**src/rtl/core/hsas_pkg.sv**
```systemverilog
// ----------------------------------------------------------------------------
// hsas_pkg
// Shared types, constants and helpers for the hall sector angle/speed decoder.
// ----------------------------------------------------------------------------
package hsas_pkg;

  localparam int ANGLE_BITS_DEF  = 16;
  localparam int PERIOD_BITS_DEF = 32;
  localparam int QUEUE_DEPTH_DEF = 2;

  localparam int QUOT_W      = 32;
  localparam int STEP_W      = $clog2(QUOT_W);
  localparam int ANGLE_OUT_W = 16;
  localparam int CAPTURE_W   = 32;
  localparam int CFG_IDX_W   = 2;
  localparam int CFG_DATA_W  = 32;
  localparam int NUM_SECTORS = 6;

  // hall codes of sectors 0..5
  localparam logic [2:0] HALL_S0 = 3'h5;
  localparam logic [2:0] HALL_S1 = 3'h4;
  localparam logic [2:0] HALL_S2 = 3'h6;
  localparam logic [2:0] HALL_S3 = 3'h2;
  localparam logic [2:0] HALL_S4 = 3'h3;
  localparam logic [2:0] HALL_S5 = 3'h1;

  typedef enum logic [CFG_IDX_W-1:0] {
    CFG_ANGLE_FACTOR = 2'd0,
    CFG_SPEED_FACTOR = 2'd1,
    CFG_PHASE_SHIFT  = 2'd2
  } cfg_idx_t;

  typedef enum logic [1:0] {
    BK_IDLE,
    BK_DIV,
    BK_DONE
  } back_state_t;

  typedef struct packed {
    logic [2:0]           hall_code;
    logic [CAPTURE_W-1:0] capture_ticks;
  } in_item_t;

  typedef struct packed {
    logic [ANGLE_OUT_W-1:0] rotor_angle;
    logic [QUOT_W-1:0]      angle_increment;
    logic [QUOT_W-1:0]      speed_estimate;
    logic                   code_valid;
    logic                   zero_period;
  } out_item_t;

  typedef struct packed {
    logic [QUOT_W-1:0] angle_factor;
    logic [QUOT_W-1:0] speed_factor;
    logic signed [15:0] phase_shift;
  } cfg_regs_t;

  // classified event handed from front to back
  typedef struct packed {
    logic [ANGLE_OUT_W-1:0] rotor_angle;
    logic                   code_valid;
    logic                   zero_period;
    logic [CAPTURE_W-1:0]   capture;
  } job_t;

  // round(sector * 2^ab / 6), half up; elaboration time only
  function automatic logic [63:0] sector_base(input int unsigned sector,
                                              input int unsigned ab);
    logic [63:0] num;
    num = (64'(sector) << (ab + 1)) + 64'd6;
    return num / 64'd12;
  endfunction

endpackage

```
**src/rtl/core/hsas_cfg.sv**
```systemverilog
// ----------------------------------------------------------------------------
// hsas_cfg
// Configuration register file: angle factor, speed factor, phase shift.
// ----------------------------------------------------------------------------
module hsas_cfg (
  input  logic                           clk,
  input  logic                           rst_n,
  input  logic                           cfg_valid,
  output logic                           cfg_ready,
  input  logic [hsas_pkg::CFG_IDX_W-1:0] cfg_index,
  input  logic [hsas_pkg::CFG_DATA_W-1:0] cfg_data,
  output hsas_pkg::cfg_regs_t            cfg_regs
);
  import hsas_pkg::*;

  cfg_regs_t regs_r;

  assign cfg_ready = 1'b1;
  assign cfg_regs  = regs_r;

  always_ff @(posedge clk) begin
    if (!rst_n) begin
      regs_r <= '0;
    end else if (cfg_valid && cfg_ready) begin
      case (cfg_index)
        CFG_ANGLE_FACTOR: regs_r.angle_factor <= cfg_data;
        CFG_SPEED_FACTOR: regs_r.speed_factor <= cfg_data;
        CFG_PHASE_SHIFT:  regs_r.phase_shift  <= cfg_data[15:0];
        default: ;
      endcase
    end
  end

endmodule

```
**src/rtl/core/hsas_front.sv**
```systemverilog
// ----------------------------------------------------------------------------
// hsas_front
// Takes hall events, maps code to sector angle with offset, keeps the held
// angle and pushes a classified job towards the divider side.
// ----------------------------------------------------------------------------
module hsas_front #(
  parameter int ANGLE_BITS  = hsas_pkg::ANGLE_BITS_DEF,
  parameter int PERIOD_BITS = hsas_pkg::PERIOD_BITS_DEF
) (
  input  logic                 clk,
  input  logic                 rst_n,
  input  logic                 in_valid,
  output logic                 in_stall,
  input  hsas_pkg::in_item_t   in_data,
  input  hsas_pkg::cfg_regs_t  cfg_regs,
  input  logic                 queue_full,
  output logic                 push,
  output hsas_pkg::job_t       push_data
);
  import hsas_pkg::*;

  localparam logic [ANGLE_BITS-1:0] BASE [NUM_SECTORS] = '{
    ANGLE_BITS'(sector_base(0, ANGLE_BITS)),
    ANGLE_BITS'(sector_base(1, ANGLE_BITS)),
    ANGLE_BITS'(sector_base(2, ANGLE_BITS)),
    ANGLE_BITS'(sector_base(3, ANGLE_BITS)),
    ANGLE_BITS'(sector_base(4, ANGLE_BITS)),
    ANGLE_BITS'(sector_base(5, ANGLE_BITS))
  };

  logic [ANGLE_BITS-1:0]  held_angle_r, held_angle_nxt;
  logic [ANGLE_BITS-1:0]  shift_scaled;
  logic [ANGLE_BITS-1:0]  base;
  logic                   code_ok;
  logic [CAPTURE_W-1:0]   capture;

  // phase shift brought to ANGLE_BITS, modulo one turn
  if (ANGLE_BITS >= 16) begin : g_shift_up
    assign shift_scaled = ANGLE_BITS'($unsigned(cfg_regs.phase_shift)) << (ANGLE_BITS - 16);
  end else begin : g_shift_down
    assign shift_scaled = ANGLE_BITS'($unsigned(cfg_regs.phase_shift) >> (16 - ANGLE_BITS));
  end

  assign capture = in_data.capture_ticks & CAPTURE_W'((64'd1 << PERIOD_BITS) - 64'd1);

  always_comb begin
    code_ok = 1'b1;
    case (in_data.hall_code)
      HALL_S0: base = BASE[0];
      HALL_S1: base = BASE[1];
      HALL_S2: base = BASE[2];
      HALL_S3: base = BASE[3];
      HALL_S4: base = BASE[4];
      HALL_S5: base = BASE[5];
      default: begin
        base    = '0;
        code_ok = 1'b0;
      end
    endcase
  end

  assign in_stall = queue_full;
  assign push     = in_valid && !queue_full;

  always_comb begin
    held_angle_nxt = held_angle_r;
    if (code_ok) begin
      held_angle_nxt = base + shift_scaled;
    end
  end

  always_ff @(posedge clk) begin
    if (!rst_n) begin
      held_angle_r <= '0;
    end else if (push) begin
      held_angle_r <= held_angle_nxt;
    end
  end

  assign push_data.rotor_angle = ANGLE_OUT_W'(held_angle_nxt);
  assign push_data.code_valid  = code_ok;
  assign push_data.zero_period = (capture == '0);
  assign push_data.capture     = capture;

endmodule

```
**src/rtl/core/hsas_queue.sv**
```systemverilog
// ----------------------------------------------------------------------------
// hsas_queue
// Small register queue between the front and the divider side.
// ----------------------------------------------------------------------------
module hsas_queue #(
  parameter int DEPTH = hsas_pkg::QUEUE_DEPTH_DEF
) (
  input  logic            clk,
  input  logic            rst_n,
  input  logic            push,
  input  hsas_pkg::job_t  push_data,
  output logic            full,
  input  logic            pop,
  output hsas_pkg::job_t  pop_data,
  output logic            empty
);
  import hsas_pkg::*;

  localparam int PTR_W = (DEPTH > 1) ? $clog2(DEPTH) : 1;
  localparam int CNT_W = $clog2(DEPTH + 1);

  job_t             mem_r [DEPTH];
  logic [PTR_W-1:0] wr_ptr_r, wr_ptr_nxt;
  logic [PTR_W-1:0] rd_ptr_r, rd_ptr_nxt;
  logic [CNT_W-1:0] count_r, count_nxt;

  assign full     = (count_r == CNT_W'(DEPTH));
  assign empty    = (count_r == '0);
  assign pop_data = mem_r[rd_ptr_r];

  // pointers wrap at DEPTH
  always_comb begin
    wr_ptr_nxt = wr_ptr_r;
    rd_ptr_nxt = rd_ptr_r;
    count_nxt  = count_r;
    if (push) begin
      wr_ptr_nxt = (wr_ptr_r == PTR_W'(DEPTH - 1)) ? '0 : wr_ptr_r + 1'b1;
    end
    if (pop) begin
      rd_ptr_nxt = (rd_ptr_r == PTR_W'(DEPTH - 1)) ? '0 : rd_ptr_r + 1'b1;
    end
    if (push && !pop) begin
      count_nxt = count_r + 1'b1;
    end else if (pop && !push) begin
      count_nxt = count_r - 1'b1;
    end
  end

  always_ff @(posedge clk) begin
    if (!rst_n) begin
      wr_ptr_r <= '0;
      rd_ptr_r <= '0;
      count_r  <= '0;
    end else begin
      wr_ptr_r <= wr_ptr_nxt;
      rd_ptr_r <= rd_ptr_nxt;
      count_r  <= count_nxt;
    end
  end

  always_ff @(posedge clk) begin
    if (push) begin
      mem_r[wr_ptr_r] <= push_data;
    end
  end

endmodule

```
**src/rtl/core/hsas_back.sv**
```systemverilog
// ----------------------------------------------------------------------------
// hsas_back
// Two-lane restoring divider sharing one step counter, then the result
// register. One quotient bit per lane per cycle.
// ----------------------------------------------------------------------------
module hsas_back #(
  parameter int PERIOD_BITS = hsas_pkg::PERIOD_BITS_DEF
) (
  input  logic                 clk,
  input  logic                 rst_n,
  input  hsas_pkg::cfg_regs_t  cfg_regs,
  input  logic                 empty,
  input  hsas_pkg::job_t       pop_data,
  output logic                 pop,
  output logic                 out_valid,
  input  logic                 out_stall,
  output hsas_pkg::out_item_t  out_data
);
  import hsas_pkg::*;

  localparam int PB = PERIOD_BITS;

  back_state_t             state_r, state_nxt;
  logic [STEP_W-1:0]       cnt_r, cnt_nxt;
  logic [PB-1:0]           div_r;
  logic [PB-1:0]           rem_a_r, rem_s_r;
  logic [QUOT_W-1:0]       q_a_r, q_s_r;
  logic [ANGLE_OUT_W-1:0]  angle_r;
  logic                    code_valid_r, zero_r;
  logic                    out_valid_r, out_valid_nxt;
  out_item_t               out_data_r;
  logic                    load_job, div_step, load_out;
  logic [PB+QUOT_W-1:0]    step_a, step_s;

  // one restoring step: shift in next dividend bit, subtract if it fits
  function automatic logic [PB+QUOT_W-1:0] rdiv_step(input logic [PB-1:0]     rem,
                                                     input logic [QUOT_W-1:0] q,
                                                     input logic [PB-1:0]     dvs);
    logic [PB:0] part;
    logic [PB:0] trial;
    part  = {rem, q[QUOT_W-1]};
    trial = part - {1'b0, dvs};
    if (trial[PB]) begin
      return {part[PB-1:0], q[QUOT_W-2:0], 1'b0};
    end
    return {trial[PB-1:0], q[QUOT_W-2:0], 1'b1};
  endfunction

  assign step_a = rdiv_step(rem_a_r, q_a_r, div_r);
  assign step_s = rdiv_step(rem_s_r, q_s_r, div_r);

  always_comb begin
    state_nxt     = state_r;
    cnt_nxt       = cnt_r;
    load_job      = 1'b0;
    div_step      = 1'b0;
    load_out      = 1'b0;
    out_valid_nxt = out_valid_r;
    if (out_valid_r && !out_stall) begin
      out_valid_nxt = 1'b0;
    end
    case (state_r)
      BK_IDLE: begin
        if (!empty) begin
          load_job  = 1'b1;
          cnt_nxt   = '0;
          state_nxt = pop_data.zero_period ? BK_DONE : BK_DIV;
        end
      end
      BK_DIV: begin
        div_step = 1'b1;
        cnt_nxt  = cnt_r + 1'b1;
        if (cnt_r == STEP_W'(QUOT_W - 1)) begin
          state_nxt = BK_DONE;
        end
      end
      BK_DONE: begin
        if (!out_valid_r || !out_stall) begin
          load_out      = 1'b1;
          out_valid_nxt = 1'b1;
          state_nxt     = BK_IDLE;
        end
      end
      default: state_nxt = BK_IDLE;
    endcase
  end

  assign pop = load_job;

  always_ff @(posedge clk) begin
    if (!rst_n) begin
      state_r     <= BK_IDLE;
      cnt_r       <= '0;
      out_valid_r <= 1'b0;
    end else begin
      state_r     <= state_nxt;
      cnt_r       <= cnt_nxt;
      out_valid_r <= out_valid_nxt;
    end
  end

  always_ff @(posedge clk) begin
    if (load_job) begin
      div_r        <= pop_data.capture[PB-1:0];
      rem_a_r      <= '0;
      rem_s_r      <= '0;
      angle_r      <= pop_data.rotor_angle;
      code_valid_r <= pop_data.code_valid;
      zero_r       <= pop_data.zero_period;
      // zero period saturates, otherwise the lanes start from the factors
      q_a_r        <= pop_data.zero_period ? '1 : cfg_regs.angle_factor;
      q_s_r        <= pop_data.zero_period ? '1 : cfg_regs.speed_factor;
    end else if (div_step) begin
      {rem_a_r, q_a_r} <= step_a;
      {rem_s_r, q_s_r} <= step_s;
    end
  end

  always_ff @(posedge clk) begin
    if (load_out) begin
      out_data_r.rotor_angle     <= angle_r;
      out_data_r.angle_increment <= q_a_r;
      out_data_r.speed_estimate  <= q_s_r;
      out_data_r.code_valid      <= code_valid_r;
      out_data_r.zero_period     <= zero_r;
    end
  end

  assign out_valid = out_valid_r;
  assign out_data  = out_data_r;

endmodule

```
**src/rtl/core/hall_sector_angle_speed_top.sv**
```systemverilog
// ----------------------------------------------------------------------------
// hall_sector_angle_speed_top
// Hall sensor decoder: sector angle with phase offset, angle increment and
// speed as factor / capture period.
//
//   port group | direction | handshake          | word
//   in_        | input     | in_valid/in_stall   | hall code, capture ticks
//   out_       | output    | out_valid/out_stall | angle, increment, speed, flags
//   cfg_       | input     | cfg_valid/cfg_ready | register index, write data
//
// In the back end a word goes through a load, 32 divider steps
// (both quotients in parallel, one bit each per cycle) and a result load.
// A zero capture skips the divider steps.
// The front takes a word every cycle while the two-entry queue has room.
// Synchronous active-low reset clears held angle, config, queue and control.
// cfg_ready is always high; a stalled result stays in the output register.
// ----------------------------------------------------------------------------
module hall_sector_angle_speed_top #(
  parameter int ANGLE_BITS  = hsas_pkg::ANGLE_BITS_DEF,
  parameter int PERIOD_BITS = hsas_pkg::PERIOD_BITS_DEF,
  parameter int QUEUE_DEPTH = hsas_pkg::QUEUE_DEPTH_DEF
) (
  input  logic                            clk,
  input  logic                            rst_n,
  input  logic                            in_valid,
  output logic                            in_stall,
  input  hsas_pkg::in_item_t              in_data,
  output logic                            out_valid,
  input  logic                            out_stall,
  output hsas_pkg::out_item_t             out_data,
  input  logic                            cfg_valid,
  output logic                            cfg_ready,
  input  logic [hsas_pkg::CFG_IDX_W-1:0]  cfg_index,
  input  logic [hsas_pkg::CFG_DATA_W-1:0] cfg_data
);
  import hsas_pkg::*;

  cfg_regs_t cfg_regs;
  logic      push, pop, queue_full, queue_empty;
  job_t      push_data, pop_data;

  hsas_cfg u_cfg (
    .clk       (clk),
    .rst_n     (rst_n),
    .cfg_valid (cfg_valid),
    .cfg_ready (cfg_ready),
    .cfg_index (cfg_index),
    .cfg_data  (cfg_data),
    .cfg_regs  (cfg_regs)
  );

  hsas_front #(
    .ANGLE_BITS  (ANGLE_BITS),
    .PERIOD_BITS (PERIOD_BITS)
  ) u_front (
    .clk        (clk),
    .rst_n      (rst_n),
    .in_valid   (in_valid),
    .in_stall   (in_stall),
    .in_data    (in_data),
    .cfg_regs   (cfg_regs),
    .queue_full (queue_full),
    .push       (push),
    .push_data  (push_data)
  );

  hsas_queue #(
    .DEPTH (QUEUE_DEPTH)
  ) u_queue (
    .clk       (clk),
    .rst_n     (rst_n),
    .push      (push),
    .push_data (push_data),
    .full      (queue_full),
    .pop       (pop),
    .pop_data  (pop_data),
    .empty     (queue_empty)
  );

  hsas_back #(
    .PERIOD_BITS (PERIOD_BITS)
  ) u_back (
    .clk       (clk),
    .rst_n     (rst_n),
    .cfg_regs  (cfg_regs),
    .empty     (queue_empty),
    .pop_data  (pop_data),
    .pop       (pop),
    .out_valid (out_valid),
    .out_stall (out_stall),
    .out_data  (out_data)
  );

endmodule

```
**config.mk**
```make
export PLATFORM = sky130hd
export DESIGN_NAME = hall_sector_angle_speed_top
export DESIGN_NICKNAME = d
export VERILOG_FILES = /design/src/rtl/core/hsas_pkg.sv /design/src/rtl/core/hsas_cfg.sv /design/src/rtl/core/hsas_front.sv /design/src/rtl/core/hsas_queue.sv /design/src/rtl/core/hsas_back.sv /design/src/rtl/core/hall_sector_angle_speed_top.sv
export SDC_FILE = /design/constraint.sdc
export NUM_CORES = 1
export LEC_CHECK = 0
export ABC_AREA = 0
export BUFFER_PORTS_ARGS = -buffer_cell sky130_fd_sc_hd__buf_2
export CAP_MARGIN = 15
export CELL_PAD_IN_SITES_DETAIL_PLACEMENT = 2
export CELL_PAD_IN_SITES_GLOBAL_PLACEMENT = 2
export CORE_MARGIN = 2
export CORE_UTILIZATION = 44
export DETAILED_ROUTE_END_ITERATION = 12
export HOLD_SLACK_MARGIN = 0.08
export PLACE_DENSITY = 0.91
export SLEW_MARGIN = 15
export SYNTH_ARGS = -nofsm -noshare
export SYNTH_HDL_FRONTEND = slang
export SYNTH_SLANG_ARGS = --single-unit
```
**constraint.sdc**
```tcl
create_clock -name clk -period 13.73 [get_ports clk]
set_clock_uncertainty 0.05 [all_clocks]
set_input_delay 1.373 -clock clk [delete_from_list [all_inputs] [get_ports clk]]
set_output_delay 1.373 -clock clk [all_outputs]
set_load 0.02 [all_outputs]
```
==> After elaboration in Yosys (flattened, before gate mapping) <==
Memories as Yosys holds them, arrays and structs flattened. A register that Yosys moved wholly into a read port is not among the register bits.
Cells that the tools add are included.
{ "word_totals": {"ramBits": 100, "wordCells": 108, "regBits": 368, "n_memories": 1} }
{ "memory_table": {"columns": ["name", "depth", "width", "rd", "rd_ports_with_merged_regs", "wr", "line_no", "rtl"], "rows": [
  ["u_queue.mem_r", 2, 50, 1, 1, 1, "hsas_queue.sv:22", "job_t mem_r [DEPTH];"]
]} }
{ "classes": {"add_sub_neg": 8, "n_mux": 38, "eq_ne": 15, "reduce_logical": 23} }
{ "ops": {"columns": ["op", "n"], "rows": [
  ["64-bit 2-to-1 mux", 4],
  ["32-bit 2-to-1 mux", 6],
  ["16-bit case mux with 5 select lines", 1],
  ["33-bit by 32-bit subtractor with 33-bit output", 2],
  ["32-bit zero test", 1],
  ["1-bit 2-to-1 mux", 17],
  ["16-bit adder", 1],
  ["16-bit 2-to-1 mux", 1],
  ["2-bit 2-to-1 mux", 6],
  ["5-bit case mux with 2 select lines", 1],
  ["3-bit == test, second input constant", 3],
  ["2-bit AND reduction", 4],
  ["2-bit == test, second input constant", 3],
  ["3-bit by 2-bit == test with 1-bit output, second input constant", 2],
  ["2-bit zero test", 3],
  ["2-bit case mux with 3 select lines", 1],
  ["2-bit nonzero test", 3],
  ["6-bit OR reduction", 1],
  ["5-bit by 1-bit adder with 5-bit output, second input constant", 1],
  ["5-bit == test, second input constant", 1],
  ["1-bit zero test", 5],
  ["5-bit 2-to-1 mux", 1],
  ["2-bit by 1-bit == test with 1-bit output, second input constant", 2],
  ["1-bit logical AND", 4],
  ["8 further kinds", 10]
]} }

==> Longest topological paths before layout <==
{ "depth": {"ltp_word": 7, "mapped_depth": 16} }

==> Modules after synthesis <==
Synthesis repeated with hierarchy kept, for this count alone.
{ "hier_totals": {"hier_cells": 2139, "area_unflattened_um2": 22977.0} }
{ "modules_own_cells": {"columns": ["module", "area_each_um2", "instances", "cells_per_inst"], "rows": [
  ["hsas_back", 13457.9, 1, 1292],
  ["hsas_queue", 3814.9, 1, 178],
  ["hsas_cfg", 3064.2, 1, 299],
  ["hsas_front", 2640.0, 1, 370]
]} }

==> Least setup slack after synthesis <==
No wires, ideal clock.
{ "synth_path": {"path_type": "input port to flip-flop", "start": "input out_stall", "end": "register u_back.out_data_r (netlist bit u_back.out_data[0]), enable pin", "setup_ns": 0.550, "required_time_ns": 13.130, "path_buffers": 0, "stages": 1, "arrival_ns": 5.362, "setup_slack_ns": 7.768, "path_cell_list": "a21oi_1"} }
{ "synth_between": {"elab_chain_cells": 4} }
{ "synth_lines": {"columns": ["element", "line_no", "rtl"], "rows": [
  ["start: declaration", "hall_sector_angle_speed_top.sv:29", "input logic out_stall,"],
  ["1-bit zero test", "hsas_back.sv:78", "if (!out_valid_r || !out_stall) begin"],
  ["1-bit logical OR", "hsas_back.sv:78", null],
  ["1-bit 2-to-1 mux", "hsas_back.sv:78", null],
  ["1-bit 2-to-1 mux", "hsas_back.sv:62", "case (state_r)"],
  ["end: declaration", "hsas_back.sv:31", "out_item_t out_data_r;"]
]} }
Every way passes these cells.
A chain may end at the register's enable or synchronous reset.

==> results.md <==
* Max-Cap Viols at 0
* Clock sink count at 469
* Drt first pass iters at 5
* Cells after DPL at 2,757
* DRT iter0 DRCs at 1,769
* Pin count of the biggest net entering global routing at 94
* Largest cells by area after synthesis: edfxtp_1, dfxtp_1, nand2_1
* Storage element area at 12,400 um2
* Die ar. at 52,000 um2
* Yosys warns at 0
* Area Growth Syn to Fin at 13.8%
* Routed vias at 18,300
* Vias per std cell at 6.40
* Unique masters post-synth at 89
* Post-place instance area at 23,400 um2
* Area leader, netlist: edfxtp_1
* Maximum VDD drop at 0.214 mV
* Main synth FF type: edfxtp_1
* Unrepaired setup endpoints after global routing: false
* HP Class: reg -> reg
* CTS Buf Count at 49
* Final hold vios at 0
* Setup CP Type: in -> reg
* Final Slew Violations at 0
* CTS resizes at 0
* Clock tree buffer depth at 3
* PortBufs at 157
* Nets at 2,288
* Gr usage total at 34.8%
* Worst slew pin tran at 1.14 ns
* Critical-path top delay cell: a2bb2oi_1
* Multi-input gate area at 9020 um2
* Final Util at 50.4%
* Share of cells above drive strength 1 at 15.8%
* Critical R2R Launch: u_back.q_a_r[31]$_DFFE_PP_
* CP peak stage delay at 0.43 ns
* Worst reg2reg path depth at 13
* Async set-reset flop share out of synthesis at 0%
* Vias in the first global route at 20,100
* Die X at 228 um
* Clk Tree Root Cell: clkbuf_16
* Post-route setup TNS at 0 ns
* Crit path cell chain: buf_2, nor2b_1, nand2_1, o21a_1, inv_1, ha_1, and3b_1, o41ai_1, o21ai_1, a21oi_1, o21ai_0, a31oi_1, a2bb2oi_1, xor2_1, o21ai_0
* Worst reg2reg path endpoint: u_back.rem_a_r[30]$_SDFFE_PP0P_
* Die height at 228 um
* Starting Density at 44.3%
* WHS at 0.386 ns
* Synthesized area per cell at 10.9 um2
* Min Tclk post-route at 4.95 ns
* Crit path launch type: input port
* Setup crit end kind: flop
* Worst slew margin at 24.0%
* CTS tree: built
* Routed Antenna Nets at 0
* Final Cell Area at 25,100 um2
* First-pass GRT wire length at 137,000 um
* HP Start: u_back.angle_r[8]$_DFFE_PP_
* Hold Crit Depth at 0
* Flops & latches, synth at 469
* Hold Path End: u_back.out_data[74]$_DFFE_PP_
* Achievable frequency at 202 MHz
* Post-synth EDFFs at 296
* Post-DP HPWL at 54,700 um
* Final setup viols at 0
* Mapped cell area at 22,100 um2
* Yosys top cell area share at 40.3%
* Clock slew at reported path FFs at 0.07 ns
* Reg2reg setup slack at 9.11 ns
* Largest fanout on the critical path at 10
* Critical path arrival at 5.30 ns
* CP most frequent cell: o21ai_0
* IO Pins at 159
* Outcome: complete, no violations
* DR DRC count at 0
* Required time worst endpoint at 14.08 ns
* Pwr/cell area at 242 nW/um2
* CTS H-Tree Depth at 2
* Gpl congestion at 0.847
* WL final at 93,600 um
* Number of core rows at 82
* Cells after Synth at 2,017
* Seq/Total Area, Yosys at 56.0%
* Initial antenna violation count at 8
* Post-Layout Cell Count at 2,854
* Worst skew pair latency at 0.62 ns
* Post-cts hold buffer count at 0
* Period utilisation layout at 36.1%
* Remaining Overflow, GRT at 0
* Placeable Area at 49,900 um2
* Drt wl/cell at 32.8 um
* Syn nets at 2,169
* Post-CTS Setup Bufs at 0
* Fillers at 4,927
* Leakage at 9.32 nW
per-stage QoR:
stage	total power, mW	worst slack [ns]
global placement	4.19	9.16
global route	6.28	8.55
finish	6.08	8.78
floorplan	3.65	7.77
detailed placement	4.43	8.62
CTS	6.00	8.93
metal layers:
layer,global-route usage (%),share of wire [%],vias up
met5,0,0.040,-
met4,18.8,6.0,6
met3,6.09,5.6,321
met2,62.0,51,831
met1,39.8,38,9453
li1,-,-,7655
cell families after synthesis:
group,count (synthesis),share of synthesized area [%]
buffers and inverters,186,3.38
and+or+nand+nor,602,12.5
DFF,469,56.0
AOI/OAI and AO/OA,549,17.6
other,1,0.0170
xor gates and xnor gates,54,2.14
muxes,75,3.72
adders and majority gates,81,4.66
how the worst max path moves through the flow:
stage | from | end
finish | in_data[32] | u_queue.mem_r[1][46]$_DFFE_PP_
global route | in_data[32] | u_queue.mem_r[1][46]$_DFFE_PP_
CTS | in_data[32] | u_queue.mem_r[1][46]$_DFFE_PP_
detailed placement | in_data[32] | u_queue.mem_r[1][46]$_DFFE_PP_
global placement | in_data[32] | u_queue.mem_r[0][46]$_DFFE_PP_
floorplan | out_stall | u_back.out_data[0]$_DFFE_PP_
sequential cells by signal (all words and copies together) (netlist names), 2 cells and up, named ones only:
| name | flops |
|---|---|
| u_back.angle_r | 16 |
| u_back.cnt_r | 5 |
| u_back.div_r | 32 |
| u_back.out_data | 82 |
| u_back.q_a_r | 32 |
| u_back.q_s_r | 32 |
| u_back.rem_a_r | 32 |
| u_back.rem_s_r | 32 |
| u_back.state_r | 2 |
| u_cfg.cfg_regs | 80 |
| u_front.held_angle_r | 16 |
| u_queue.count_r | 2 |
| u_queue.mem_r | 100 |
cells in the final DEF, fill, tap and decap left out, types with 23 or more instances in the layout:
| master | n |
|---|---|
| o211ai_1 | 24 |
| dfxtp_1 | 172 |
| inv_1 | 73 |
| a21oi_1 | 100 |
| nand2_1 | 326 |
| a21boi_0 | 93 |
| o21ai_1 | 33 |
| ha_1 | 75 |
| a21o_1 | 31 |
| mux2_2 | 51 |
| edfxtp_1 | 296 |
| clkbuf_16 | 53 |
| nor2_1 | 73 |
| nand4_1 | 23 |
| xnor2_1 | 36 |
| buf_2 | 157 |
| nand3_1 | 36 |
| o21ai_0 | 74 |
| o22a_1 | 63 |
power breakdown:
group / switching [mW] / internal (mW)
Combinational: 1.62 / 0.742
Clock: 0.647 / 0.797
Sequential: 0.259 / 2.02
Total: 2.52 / 3.56
synth_stat cells, drive strengths merged (9+ instances only):
cell type  number
nand2         327
edfxtp        296
dfxtp         173
o21ai         108
a21oi         102
a21boi         94
clkbuf         82
inv            76
nor2           76
ha             75
o22a           63
mux2           54
nand3          37
xnor2          36
a21o           31
buf            28
o211ai         25
nand4          23
mux2i          21
nor3           21
and2           19
nand2b         19
a221o          18
xor2           18
a211oi         15
and3           12
nor2b          12
nor3b          11
o21a           11
nor4           10
a32oi           9
or3             9
cell type report:
type / instances / share of cell area, %
well taps: 672 / 3.35
diodes: 7 / 0.0698
repair buffers: 178 / 3.76
flip-flops and latches: 469 / 49.2
inverters: 76 / 1.15
multi-input cells: 1362 / 35.9
clock inverters: 14 / 0.528
clock buffers: 76 / 6.02
worst max-delay path: cells and delay by family:
family	cells	cell delay (ns)
AOI/OAI and AO/OA	8	2.38
xor gates and xnor gates	1	0.13
adders and majority gates	1	0.40
buffers and inverters	2	0.40
and+or+nand+nor	3	0.62
(Power assumes the default switching activity.)
